===== src/hw/rtl/lfpd_pkg.sv =====
// Package for the PD line follower drive block.
// Holds field widths, command and register codes, duty constants and shared types.
// No dependencies.
package lfpd_pkg;

  // Default sizing of the sample path and of the fixed-point fraction.
  localparam int SAMPLE_BITS_DEF = 12;
  localparam int FRAC_BITS_DEF   = 8;

  // Fixed field widths.
  localparam int CMD_W       = 2;
  localparam int DUTY_W      = 10;
  localparam int GAIN_P_W    = 16;
  localparam int GAIN_D_W    = 20;
  localparam int OFFSET_W    = 10;
  localparam int MASK_W      = 3;
  localparam int CFG_INDEX_W = 3;
  localparam int CFG_DATA_W  = 20;

  // Duty limits and the spin used while calibrating.
  localparam int DUTY_MAX  = 1000;
  localparam int SPIN_DUTY = 200;

  // Mask value with all three sensors on the line.
  localparam logic [MASK_W-1:0] ALL_ON = 3'b111;

  // Commands carried with each sample set.
  typedef enum logic [CMD_W-1:0] {
    CMD_CONTROL   = 2'd0,
    CMD_CALIBRATE = 2'd1,
    CMD_FINISH    = 2'd2,
    CMD_START     = 2'd3
  } cmd_t;

  // Configuration register indexes.
  localparam logic [CFG_INDEX_W-1:0] REG_BASE_SPEED    = 3'd0;
  localparam logic [CFG_INDEX_W-1:0] REG_GAIN_P        = 3'd1;
  localparam logic [CFG_INDEX_W-1:0] REG_GAIN_D        = 3'd2;
  localparam logic [CFG_INDEX_W-1:0] REG_OFFSET_LEFT   = 3'd3;
  localparam logic [CFG_INDEX_W-1:0] REG_OFFSET_CENTER = 3'd4;
  localparam logic [CFG_INDEX_W-1:0] REG_OFFSET_RIGHT  = 3'd5;
  localparam logic [CFG_INDEX_W-1:0] REG_STEER_LIMIT   = 3'd6;

  // Configuration register file.
  typedef struct packed {
    logic [DUTY_W-1:0]   base_speed;
    logic [GAIN_P_W-1:0] gain_p;
    logic [GAIN_D_W-1:0] gain_d;
    logic [OFFSET_W-1:0] offset_left;
    logic [OFFSET_W-1:0] offset_center;
    logic [OFFSET_W-1:0] offset_right;
    logic [DUTY_W-1:0]   steer_limit;
  } cfg_t;

  localparam cfg_t CFG_RESET = '{
    base_speed:    10'd600,
    gain_p:        16'd384,
    gain_d:        20'd76800,
    offset_left:   10'd0,
    offset_center: 10'd400,
    offset_right:  10'd800,
    steer_limit:   10'd1000
  };

  // One result item.
  typedef struct packed {
    logic [DUTY_W-1:0] left_reverse_duty;
    logic [DUTY_W-1:0] left_forward_duty;
    logic [DUTY_W-1:0] right_reverse_duty;
    logic [DUTY_W-1:0] right_forward_duty;
    logic [MASK_W-1:0] line_mask;
    logic              running;
  } res_t;

endpackage


===== src/hw/rtl/lfpd_in_if.sv =====
// Sample channel of the PD line follower drive: valid/ready plus command and samples.
// Depends on lfpd_pkg.
interface lfpd_in_if #(
  parameter int SAMPLE_BITS = lfpd_pkg::SAMPLE_BITS_DEF
);
  import lfpd_pkg::*;

  logic                   valid;
  logic                   ready;
  logic [CMD_W-1:0]       cmd;
  logic [SAMPLE_BITS-1:0] left_sample;
  logic [SAMPLE_BITS-1:0] center_sample;
  logic [SAMPLE_BITS-1:0] right_sample;

  modport source (output valid, output cmd, output left_sample, output center_sample,
                  output right_sample, input ready);
  modport sink   (input valid, input cmd, input left_sample, input center_sample,
                  input right_sample, output ready);
endinterface


===== src/hw/rtl/lfpd_out_if.sv =====
// Drive channel of the PD line follower drive: valid/ready plus duties and status.
// Depends on lfpd_pkg.
interface lfpd_out_if;
  import lfpd_pkg::*;

  logic              valid;
  logic              ready;
  logic [DUTY_W-1:0] left_reverse_duty;
  logic [DUTY_W-1:0] left_forward_duty;
  logic [DUTY_W-1:0] right_reverse_duty;
  logic [DUTY_W-1:0] right_forward_duty;
  logic [MASK_W-1:0] line_mask;
  logic              running;

  modport source (output valid, output left_reverse_duty, output left_forward_duty,
                  output right_reverse_duty, output right_forward_duty,
                  output line_mask, output running, input ready);
  modport sink   (input valid, input left_reverse_duty, input left_forward_duty,
                  input right_reverse_duty, input right_forward_duty,
                  input line_mask, input running, output ready);
endinterface


===== src/hw/rtl/lfpd_core.sv =====
// Controller state and single-pass tick logic: calibration extremes, thresholds,
// PD steering law and H-bridge duty mapping. Depends on lfpd_pkg.
module lfpd_core #(
  parameter int SAMPLE_BITS = lfpd_pkg::SAMPLE_BITS_DEF,
  parameter int FRAC_BITS   = lfpd_pkg::FRAC_BITS_DEF
) (
  input  logic                   clk,
  input  logic                   rst,
  input  logic                   advance,
  input  lfpd_pkg::cmd_t         cmd,
  input  logic [SAMPLE_BITS-1:0] left_sample,
  input  logic [SAMPLE_BITS-1:0] center_sample,
  input  logic [SAMPLE_BITS-1:0] right_sample,
  input  lfpd_pkg::cfg_t         cfg,
  output lfpd_pkg::res_t         res
);
  import lfpd_pkg::*;

  localparam int TH_W  = ((SAMPLE_BITS > OFFSET_W) ? SAMPLE_BITS : OFFSET_W) + 1;
  localparam int ERR_W = SAMPLE_BITS + 1;
  localparam int DIF_W = ERR_W + 1;
  localparam int PP_W  = GAIN_P_W + 1 + ERR_W;
  localparam int PD_W  = GAIN_D_W + 1 + DIF_W;
  localparam int SUM_W = PD_W + 1;
  localparam int LIM_W = DUTY_W + FRAC_BITS;
  localparam int CL_W  = LIM_W + 1;
  localparam int SP_W  = CL_W + 1;
  localparam int MAG_W = SP_W - FRAC_BITS;

  // Controller state.
  logic                    run_flag;
  logic signed [ERR_W-1:0] last_error;
  logic [SAMPLE_BITS-1:0]  seen_max [3];
  logic [SAMPLE_BITS-1:0]  seen_min [3];
  logic [TH_W-1:0]         threshold [3];
  logic [DUTY_W-1:0]       drive_duty [4];

  logic                    run_flag_next;
  logic signed [ERR_W-1:0] last_error_next;
  logic [SAMPLE_BITS-1:0]  seen_max_next [3];
  logic [SAMPLE_BITS-1:0]  seen_min_next [3];
  logic [TH_W-1:0]         threshold_next [3];
  logic [DUTY_W-1:0]       drive_duty_next [4];

  logic [SAMPLE_BITS-1:0]  smp [3];
  logic [OFFSET_W-1:0]     offs [3];
  logic [MASK_W-1:0]       mask;

  logic signed [ERR_W-1:0] err;
  logic signed [DIF_W-1:0] dif;
  logic signed [PP_W-1:0]  prod_p;
  logic signed [PD_W-1:0]  prod_d;
  logic signed [SUM_W-1:0] sum;
  logic signed [SUM_W-1:0] lim;
  logic signed [SUM_W-1:0] sum_cl;
  logic signed [SP_W-1:0]  base;
  logic signed [SP_W-1:0]  corr;
  logic signed [SP_W-1:0]  speed_left;
  logic signed [SP_W-1:0]  speed_right;
  logic [2*DUTY_W-1:0]     duty_left;
  logic [2*DUTY_W-1:0]     duty_right;

  // Maps a signed speed to {reverse, forward} duties, truncating toward zero.
  function automatic logic [2*DUTY_W-1:0] map_duty(input logic signed [SP_W-1:0] v);
    logic [SP_W-1:0]   a;
    logic [MAG_W-1:0]  m;
    logic [DUTY_W-1:0] d;
    a = v[SP_W-1] ? SP_W'(-v) : SP_W'(v);
    m = a[SP_W-1:FRAC_BITS];
    d = (m > MAG_W'(DUTY_MAX)) ? DUTY_W'(DUTY_MAX) : m[DUTY_W-1:0];
    return v[SP_W-1] ? {d, {DUTY_W{1'b0}}} : {{DUTY_W{1'b0}}, d};
  endfunction

  // Channel order: left, center, right.
  assign smp[0]  = left_sample;
  assign smp[1]  = center_sample;
  assign smp[2]  = right_sample;
  assign offs[0] = cfg.offset_left;
  assign offs[1] = cfg.offset_center;
  assign offs[2] = cfg.offset_right;

  // Line mask against the thresholds held before this tick.
  always_comb begin
    for (int i = 0; i < 3; i++) begin
      mask[2-i] = TH_W'(smp[i]) > threshold[i];
    end
  end

  // PD law: error, two parallel products, sum and symmetric clamp.
  assign err    = $signed({1'b0, right_sample}) - $signed({1'b0, left_sample});
  assign dif    = $signed({err[ERR_W-1], err}) - $signed({last_error[ERR_W-1], last_error});
  assign prod_p = $signed({1'b0, cfg.gain_p}) * err;
  assign prod_d = $signed({1'b0, cfg.gain_d}) * dif;
  assign sum    = $signed({{(SUM_W-PP_W){prod_p[PP_W-1]}}, prod_p})
                + $signed({prod_d[PD_W-1], prod_d});
  assign lim    = $signed({{(SUM_W-LIM_W){1'b0}}, cfg.steer_limit, {FRAC_BITS{1'b0}}});

  always_comb begin
    if (sum > lim) begin
      sum_cl = lim;
    end else if (sum < -lim) begin
      sum_cl = -lim;
    end else begin
      sum_cl = sum;
    end
  end

  // Speed mix around the base speed and duty mapping.
  assign base        = $signed({2'b00, cfg.base_speed, {FRAC_BITS{1'b0}}});
  assign corr        = $signed({sum_cl[CL_W-1], sum_cl[CL_W-1:0]});
  assign speed_left  = base - corr;
  assign speed_right = base + corr;
  assign duty_left   = map_duty(speed_left);
  assign duty_right  = map_duty(speed_right);

  // Next state per command.
  always_comb begin
    run_flag_next   = run_flag;
    last_error_next = last_error;
    seen_max_next   = seen_max;
    seen_min_next   = seen_min;
    threshold_next  = threshold;
    drive_duty_next = drive_duty;
    unique case (cmd)
      CMD_CONTROL: begin
        run_flag_next = run_flag && (mask != ALL_ON);
        if (run_flag_next) begin
          if (mask[1]) begin
            last_error_next    = err;
            drive_duty_next[0] = duty_left[2*DUTY_W-1:DUTY_W];
            drive_duty_next[1] = duty_left[DUTY_W-1:0];
            drive_duty_next[2] = duty_right[2*DUTY_W-1:DUTY_W];
            drive_duty_next[3] = duty_right[DUTY_W-1:0];
          end
        end else begin
          last_error_next = '0;
          for (int j = 0; j < 4; j++) begin
            drive_duty_next[j] = '0;
          end
        end
      end
      CMD_CALIBRATE: begin
        for (int i = 0; i < 3; i++) begin
          if (smp[i] > seen_max[i]) begin
            seen_max_next[i] = smp[i];
          end
          if (smp[i] < seen_min[i]) begin
            seen_min_next[i] = smp[i];
          end
        end
        drive_duty_next[0] = '0;
        drive_duty_next[1] = DUTY_W'(SPIN_DUTY);
        drive_duty_next[2] = DUTY_W'(SPIN_DUTY);
        drive_duty_next[3] = '0;
      end
      CMD_FINISH: begin
        for (int i = 0; i < 3; i++) begin
          threshold_next[i] = TH_W'(((SAMPLE_BITS+1)'(seen_min[i])
                                     + (SAMPLE_BITS+1)'(seen_max[i])) >> 1)
                            + TH_W'(offs[i]);
        end
        for (int j = 0; j < 4; j++) begin
          drive_duty_next[j] = '0;
        end
      end
      CMD_START: begin
        run_flag_next = 1'b1;
      end
      default: begin
      end
    endcase
  end

  // State registers, updated when a tick passes through.
  always_ff @(posedge clk) begin
    if (rst) begin
      run_flag   <= 1'b0;
      last_error <= '0;
      for (int i = 0; i < 3; i++) begin
        seen_max[i]  <= '0;
        seen_min[i]  <= '1;
        threshold[i] <= '0;
      end
      for (int j = 0; j < 4; j++) begin
        drive_duty[j] <= '0;
      end
    end else if (advance) begin
      run_flag   <= run_flag_next;
      last_error <= last_error_next;
      seen_max   <= seen_max_next;
      seen_min   <= seen_min_next;
      threshold  <= threshold_next;
      drive_duty <= drive_duty_next;
    end
  end

  // Result of this tick: state after the tick plus the mask.
  assign res.left_reverse_duty  = drive_duty_next[0];
  assign res.left_forward_duty  = drive_duty_next[1];
  assign res.right_reverse_duty = drive_duty_next[2];
  assign res.right_forward_duty = drive_duty_next[3];
  assign res.line_mask          = mask;
  assign res.running            = run_flag_next;

  // A start tick always leaves the loop enabled.
  a_start_runs: assert property (@(posedge clk) disable iff (rst)
    advance && (cmd == CMD_START) |=> run_flag)
    else $error("run flag not set after start");

  // After a calibration tick every channel has min not above max.
  a_cal_order: assert property (@(posedge clk) disable iff (rst)
    advance && (cmd == CMD_CALIBRATE) |=>
      (seen_min[0] <= seen_max[0]) && (seen_min[1] <= seen_max[1])
      && (seen_min[2] <= seen_max[2]))
    else $error("calibration extremes out of order");

  // A bridge never drives both directions at once.
  a_bridge_excl: assert property (@(posedge clk) disable iff (rst)
    ((drive_duty[0] == '0) || (drive_duty[1] == '0))
    && ((drive_duty[2] == '0) || (drive_duty[3] == '0)))
    else $error("bridge driven in both directions");

  // A stopped control tick leaves the motors off.
  a_stop_off: assert property (@(posedge clk) disable iff (rst)
    advance && (cmd == CMD_CONTROL) && !run_flag |=>
      (drive_duty[0] == '0) && (drive_duty[1] == '0)
      && (drive_duty[2] == '0) && (drive_duty[3] == '0) && (last_error == '0))
    else $error("drive not cleared while stopped");

endmodule


===== src/hw/rtl/line_follower_pd_drive.sv =====
// PD line follower drive, top level. Uses lfpd_pkg, lfpd_in_if, lfpd_out_if and lfpd_core.
// Holds the configuration registers, the input register and the result register.
//
// Each transfer on sample_in carries a command and three sensor samples and yields
// exactly one transfer on drive_out with the four bridge duties, the line mask and
// the run status. An item is captured in the input register, goes through the
// controller logic while it is held there, and its result is captured in the result
// register, from which it is offered on drive_out. One item is taken every cycle
// while the result register is free or drains: the whole tick, including the two
// gain multiplies of the PD law, runs in a single pass that also updates the
// controller state, so each tick sees the state left by the one before it.
// A full result register that is not taken stops the input register from advancing;
// the input still accepts one item while it is empty. Configuration writes take effect
// at once and are meant to be made while no item is in flight.
module line_follower_pd_drive #(
  parameter int SAMPLE_BITS = lfpd_pkg::SAMPLE_BITS_DEF,
  parameter int FRAC_BITS   = lfpd_pkg::FRAC_BITS_DEF
) (
  input  logic                                clk,
  input  logic                                rst,
  lfpd_in_if.sink                             sample_in,
  lfpd_out_if.source                          drive_out,
  input  logic                                cfg_write,
  input  logic [lfpd_pkg::CFG_INDEX_W-1:0]    cfg_index,
  input  logic [lfpd_pkg::CFG_DATA_W-1:0]     cfg_data
);
  import lfpd_pkg::*;

  cfg_t                   cfg;
  logic                   s1_valid;
  cmd_t                   s1_cmd;
  logic [SAMPLE_BITS-1:0] s1_left;
  logic [SAMPLE_BITS-1:0] s1_center;
  logic [SAMPLE_BITS-1:0] s1_right;
  logic                   out_valid;
  res_t                   out_res;
  res_t                   core_res;
  logic                   advance;
  logic                   in_fire;

  // Configuration register writes.
  always_ff @(posedge clk) begin
    if (rst) begin
      cfg <= CFG_RESET;
    end else if (cfg_write) begin
      unique case (cfg_index)
        REG_BASE_SPEED:    cfg.base_speed    <= cfg_data[DUTY_W-1:0];
        REG_GAIN_P:        cfg.gain_p        <= cfg_data[GAIN_P_W-1:0];
        REG_GAIN_D:        cfg.gain_d        <= cfg_data[GAIN_D_W-1:0];
        REG_OFFSET_LEFT:   cfg.offset_left   <= cfg_data[OFFSET_W-1:0];
        REG_OFFSET_CENTER: cfg.offset_center <= cfg_data[OFFSET_W-1:0];
        REG_OFFSET_RIGHT:  cfg.offset_right  <= cfg_data[OFFSET_W-1:0];
        REG_STEER_LIMIT:   cfg.steer_limit   <= cfg_data[DUTY_W-1:0];
        default: begin
        end
      endcase
    end
  end

  // Handshake: the input register moves on when the result register is free or drains.
  assign advance         = s1_valid && (!out_valid || drive_out.ready);
  assign sample_in.ready = !s1_valid || advance;
  assign in_fire         = sample_in.valid && sample_in.ready;

  // Input register.
  always_ff @(posedge clk) begin
    if (rst) begin
      s1_valid <= 1'b0;
    end else if (in_fire) begin
      s1_valid <= 1'b1;
    end else if (advance) begin
      s1_valid <= 1'b0;
    end
  end

  always_ff @(posedge clk) begin
    if (in_fire) begin
      s1_cmd    <= cmd_t'(sample_in.cmd);
      s1_left   <= sample_in.left_sample;
      s1_center <= sample_in.center_sample;
      s1_right  <= sample_in.right_sample;
    end
  end

  // Controller state and tick logic.
  lfpd_core #(
    .SAMPLE_BITS (SAMPLE_BITS),
    .FRAC_BITS   (FRAC_BITS)
  ) u_core (
    .clk           (clk),
    .rst           (rst),
    .advance       (advance),
    .cmd           (s1_cmd),
    .left_sample   (s1_left),
    .center_sample (s1_center),
    .right_sample  (s1_right),
    .cfg           (cfg),
    .res           (core_res)
  );

  // Result register.
  always_ff @(posedge clk) begin
    if (rst) begin
      out_valid <= 1'b0;
    end else if (advance) begin
      out_valid <= 1'b1;
    end else if (drive_out.ready) begin
      out_valid <= 1'b0;
    end
  end

  always_ff @(posedge clk) begin
    if (advance) begin
      out_res <= core_res;
    end
  end

  assign drive_out.valid              = out_valid;
  assign drive_out.left_reverse_duty  = out_res.left_reverse_duty;
  assign drive_out.left_forward_duty  = out_res.left_forward_duty;
  assign drive_out.right_reverse_duty = out_res.right_reverse_duty;
  assign drive_out.right_forward_duty = out_res.right_forward_duty;
  assign drive_out.line_mask          = out_res.line_mask;
  assign drive_out.running            = out_res.running;

  // A held item is never overwritten while the result waits.
  a_no_overwrite: assert property (@(posedge clk) disable iff (rst)
    s1_valid && out_valid && !drive_out.ready |-> !sample_in.ready)
    else $error("input register overwritten while stalled");

  // An empty input register always takes a new item.
  a_empty_ready: assert property (@(posedge clk) disable iff (rst)
    !s1_valid |-> sample_in.ready)
    else $error("empty input register not ready");

  // Every item that enters the input register leaves it or is still held.
  a_item_kept: assert property (@(posedge clk) disable iff (rst)
    in_fire |=> s1_valid)
    else $error("accepted item lost from input register");

endmodule


===== src/flat_wrapper.sv =====
// flat-port wrapper written by rule: the top's interface ports become plain ports
module line_follower_pd_drive_flat import lfpd_pkg::*;
#(
  parameter int SAMPLE_BITS = lfpd_pkg::SAMPLE_BITS_DEF,
  parameter int FRAC_BITS   = lfpd_pkg::FRAC_BITS_DEF
)
  (clk, rst, cfg_write, cfg_index, cfg_data, sample_in_valid, sample_in_cmd, sample_in_left_sample, sample_in_center_sample, sample_in_right_sample, sample_in_ready, drive_out_valid, drive_out_left_reverse_duty, drive_out_left_forward_duty, drive_out_right_reverse_duty, drive_out_right_forward_duty, drive_out_line_mask, drive_out_running, drive_out_ready);
  lfpd_in_if #(.SAMPLE_BITS(SAMPLE_BITS)) sample_in_i ();
  lfpd_out_if drive_out_i ();
  input  logic clk;
  input  logic rst;
  input  logic cfg_write;
  input  logic [lfpd_pkg::CFG_INDEX_W-1:0] cfg_index;
  input  logic [lfpd_pkg::CFG_DATA_W-1:0] cfg_data;
  input wire logic [$bits(sample_in_i.valid)-1:0] sample_in_valid;
  input wire logic [$bits(sample_in_i.cmd)-1:0] sample_in_cmd;
  input wire logic [$bits(sample_in_i.left_sample)-1:0] sample_in_left_sample;
  input wire logic [$bits(sample_in_i.center_sample)-1:0] sample_in_center_sample;
  input wire logic [$bits(sample_in_i.right_sample)-1:0] sample_in_right_sample;
  output wire logic [$bits(sample_in_i.ready)-1:0] sample_in_ready;
  output wire logic [$bits(drive_out_i.valid)-1:0] drive_out_valid;
  output wire logic [$bits(drive_out_i.left_reverse_duty)-1:0] drive_out_left_reverse_duty;
  output wire logic [$bits(drive_out_i.left_forward_duty)-1:0] drive_out_left_forward_duty;
  output wire logic [$bits(drive_out_i.right_reverse_duty)-1:0] drive_out_right_reverse_duty;
  output wire logic [$bits(drive_out_i.right_forward_duty)-1:0] drive_out_right_forward_duty;
  output wire logic [$bits(drive_out_i.line_mask)-1:0] drive_out_line_mask;
  output wire logic [$bits(drive_out_i.running)-1:0] drive_out_running;
  input wire logic [$bits(drive_out_i.ready)-1:0] drive_out_ready;
  assign sample_in_i.valid = sample_in_valid;
  assign sample_in_i.cmd = sample_in_cmd;
  assign sample_in_i.left_sample = sample_in_left_sample;
  assign sample_in_i.center_sample = sample_in_center_sample;
  assign sample_in_i.right_sample = sample_in_right_sample;
  assign sample_in_ready = sample_in_i.ready;
  assign drive_out_valid = drive_out_i.valid;
  assign drive_out_left_reverse_duty = drive_out_i.left_reverse_duty;
  assign drive_out_left_forward_duty = drive_out_i.left_forward_duty;
  assign drive_out_right_reverse_duty = drive_out_i.right_reverse_duty;
  assign drive_out_right_forward_duty = drive_out_i.right_forward_duty;
  assign drive_out_line_mask = drive_out_i.line_mask;
  assign drive_out_running = drive_out_i.running;
  assign drive_out_i.ready = drive_out_ready;
  line_follower_pd_drive #(.SAMPLE_BITS(SAMPLE_BITS), .FRAC_BITS(FRAC_BITS)) u_core (.clk(clk), .rst(rst), .sample_in(sample_in_i), .drive_out(drive_out_i), .cfg_write(cfg_write), .cfg_index(cfg_index), .cfg_data(cfg_data));
endmodule

===== config.mk =====
export PLATFORM = sky130hd
export DESIGN_NAME = line_follower_pd_drive_flat
export DESIGN_NICKNAME = d
export VERILOG_FILES = /design/src/hw/rtl/lfpd_pkg.sv /design/src/hw/rtl/lfpd_in_if.sv /design/src/hw/rtl/lfpd_out_if.sv /design/src/hw/rtl/lfpd_core.sv /design/src/hw/rtl/line_follower_pd_drive.sv /design/src/flat_wrapper.sv
export SDC_FILE = /design/constraint.sdc
export NUM_CORES = 2
export LEC_CHECK = 0
export ABC_AREA = 1
export BUFFER_PORTS_ARGS = -buffer_cell sky130_fd_sc_hd__buf_4
export CORE_ASPECT_RATIO = 0.6
export CORE_UTILIZATION = 45
export CTS_BUF_LIST = sky130_fd_sc_hd__clkbuf_4 sky130_fd_sc_hd__clkbuf_8
export CTS_CLUSTER_SIZE = 20
export DETAILED_ROUTE_END_ITERATION = 16
export HOLD_SLACK_MARGIN = 0.05
export PLACE_DENSITY = 0.68
export SYNTH_ARGS = -nofsm -noshare
export SYNTH_HDL_FRONTEND = slang
export SYNTH_SLANG_ARGS = --single-unit

===== constraint.sdc =====
create_clock -name clk -period 17.85 [get_ports clk]
set_clock_uncertainty 0.1 [all_clocks]
set_input_delay 0.8925 -clock clk [delete_from_list [all_inputs] [get_ports clk]]
set_output_delay 0.8925 -clock clk [all_outputs]
set_load 0.1 [all_outputs]

==> impl_metrics.json <==
{
  "final_hold_viol_count": 0,
  "synth_common_cells": "1151 x inv_1, 1108 x nand2_1, 436 x fa_1, 435 x ha_1, 396 x nor2_1",
  "ys_top_cells_by_area": "fa_1 22%, ha_1 14%, dfxtp_1 13%",
  "grt_overflow": 0,
  "cts_hold_buf": 0,
  "firstDrtPassIters": 6,
  "grt_max_degree": 96,
  "synthArstFlopShare": 0,
  "tightest_slew_ps": 1140,
  "ys_types": 61,
  "drc": 0,
  "grt_pass1_wl_um": 185000,
  "place_ws_ps": 1490,
  "die_x_um": 383,
  "slew_headroom": 0.232,
  "dp.final_hpwl_um": 97100,
  "yosys.area.top_type": "fa_1",
  "slew_violations": 0,
  "drive_above_1_share": 0.0626,
  "slowest_delay_ps": 550,
  "cts.clk_slew.worst_paths_ps": 80,
  "start_util": 0.457,
  "critPathKind": "reg -> reg",
  "first_global_vias": 31600,
  "num-nets-final": 6169,
  "cp_slowest_cell": "fa_1",
  "synth-seq-cells": 335,
  "hold_class": "in -> reg",
  "crit_fanout": 21,
  "wl_um": 119000,
  "critPathLaunch": "u_core.s1_right[2]",
  "port_buffers": 111,
  "utilization": 0.491,
  "cp-end-kind": "flop",
  "drv_cap": 0,
  "fillers": 8412,
  "cp_top_family": "simple AND/OR/NAND/NOR gates",
  "yosys_warnings": 0,
  "detail-route-antenna-nets": 0,
  "setup-violations-final": 0,
  "die-area_um2": 88400,
  "reg2reg_from": "u_core.s1_right[2]",
  "fmax_mhz": 60.8,
  "post-cts-setup-buffer-count": 0,
  "gp_congestion": 1.01,
  "routed-via-count": 33200,
  "cts_tree": "built",
  "status": "finished, final reports clean",
  "syn_area_um2": 39200,
  "crit_path_start_kind": "flop",
  "std_cell_rows": 83,
  "period_share": 0.922,
  "fin_ws_ps": 1400,
  "antenna_found_initial": 2,
  "cts-root-buf": "clkbuf_8",
  "synth-edff-count": 82,
  "drtIter0Drc": 3157,
  "cts_buffers": 54,
  "cp.required_ps": 18340,
  "area_delta_synth_final_pct": 7.51,
  "hold_start": "sample_in_left_sample[10]",
  "synth_largest_type_area_fraction": 0.223,
  "cpMostUsedCell": "nand2_1",
  "seq_area_frac_synth": 0.192,
  "path_buf_inv": 17,
  "vias_per_cell": 5.17,
  "clkLatencyLatePin_ps": 730,
  "cts_sinks": 335,
  "wl_per_cell_um": 18.6,
  "whs_ps": 236,
  "clock_path_buffers": 3,
  "core_area_um2": 85900,
  "grt_setup_unrepaired": "no",
  "netlist_instances": 5200,
  "boundaryPins": 112,
  "period_needed_ps": 16450,
  "critPathArrivalTime_ps": 16940,
  "yosysMostFrequentCell": "inv_1",
  "track_usage": 0.271,
  "ys.flop_type": "dfxtp_1",
  "die_y_um": 231,
  "h-tree-depth": 2,
  "syn_area_per_cell_um2": 7.54,
  "fin_tns_setup_ps": 0,
  "syn_nets": 6137
}
layout make-up:
cell class	count	area, um2	area share
diodes	2	5.00	0.000119
clock buffers	86	1010	0.0241
clock inverters	11	133	0.00315
inverters	1178	4430	0.105
multi-input cells	3531	26600	0.632
flip-flops and latches	335	7530	0.179
well taps	1147	1440	0.0340
repair buffers	132	991	0.0235
sequential cells by signal, indices dropped and copies added, names as in the netlist, 12 cells and up:
signal                    count
u_core.s1_right              12
u_core.u_core.threshold      39
u_core.s1_center             12
u_core.cfg                   86
u_core.u_core.seen_max       36
u_core.u_core.seen_min       36
u_core.u_core.drive_duty     40
u_core.u_core.last_error     13
u_core.s1_left               12
metal layers:
metal	part of all wire	vias to the layer above	track usage
met1	0.49	15600	0.415
met5	0.0012	-	0
met2	0.36	1349	0.340
met4	0.016	2	0.0483
li1	-	16100	-
met3	0.13	116	0.122
metrics by stage:
step	std cells	cell area (um2)
CTS	6420	42100
global placement	6323	41000
global route	6421	42200
detailed placement	6323	41000
finish	6422	42200
floorplan	5200	39200
path summary, 6_finish.rpt:
path | to | depth (start not counted) | slack [ps]
min | u_core.s1_left[10] | 1 | 240
min reg2reg | u_core.u_core.last_error[3] | 2 | 370
max | u_core.u_core.drive_duty[11] | 88 | 1400
max reg2reg | u_core.u_core.drive_duty[11] | 88 | 1400
placed cells by master, fill, tap and decap left out, drive strengths merged, types with 27 or more instances in the layout:
cell,n
ha,435
fa,436
clkbuf,86
nand3,162
nand2,1130
xor2,77
edfxtp,82
xnor2,28
inv,1164
buf,132
nor3,36
nand4,40
a21oi,354
nor2,408
dfxtp,253
o211ai,33
or2,27
o21ai,246
kinds of logic after synthesis:
group / Yosys count / synth area share
AO/OA/AOI/OAI: 731 / 0.103
XOR/XNOR: 105 / 0.0236
adder cells (fa/ha/maj): 871 / 0.361
buffers and inverters: 1334 / 0.130
flip-flops: 335 / 0.192
AND/OR/NAND/NOR: 1824 / 0.191
timing repair:
| item | in CTS | in global routing |
|---|---|---|
| gates resized for setup | 0 | 5 |
| endpoints found under the hold margin | 0 | 0 |
| setup endpoints to repair | 0 | 28 |
Power is left out: the tool's default activity adds up to more than one toggle a clock period on the data nets, which glitch-free logic cannot reach.
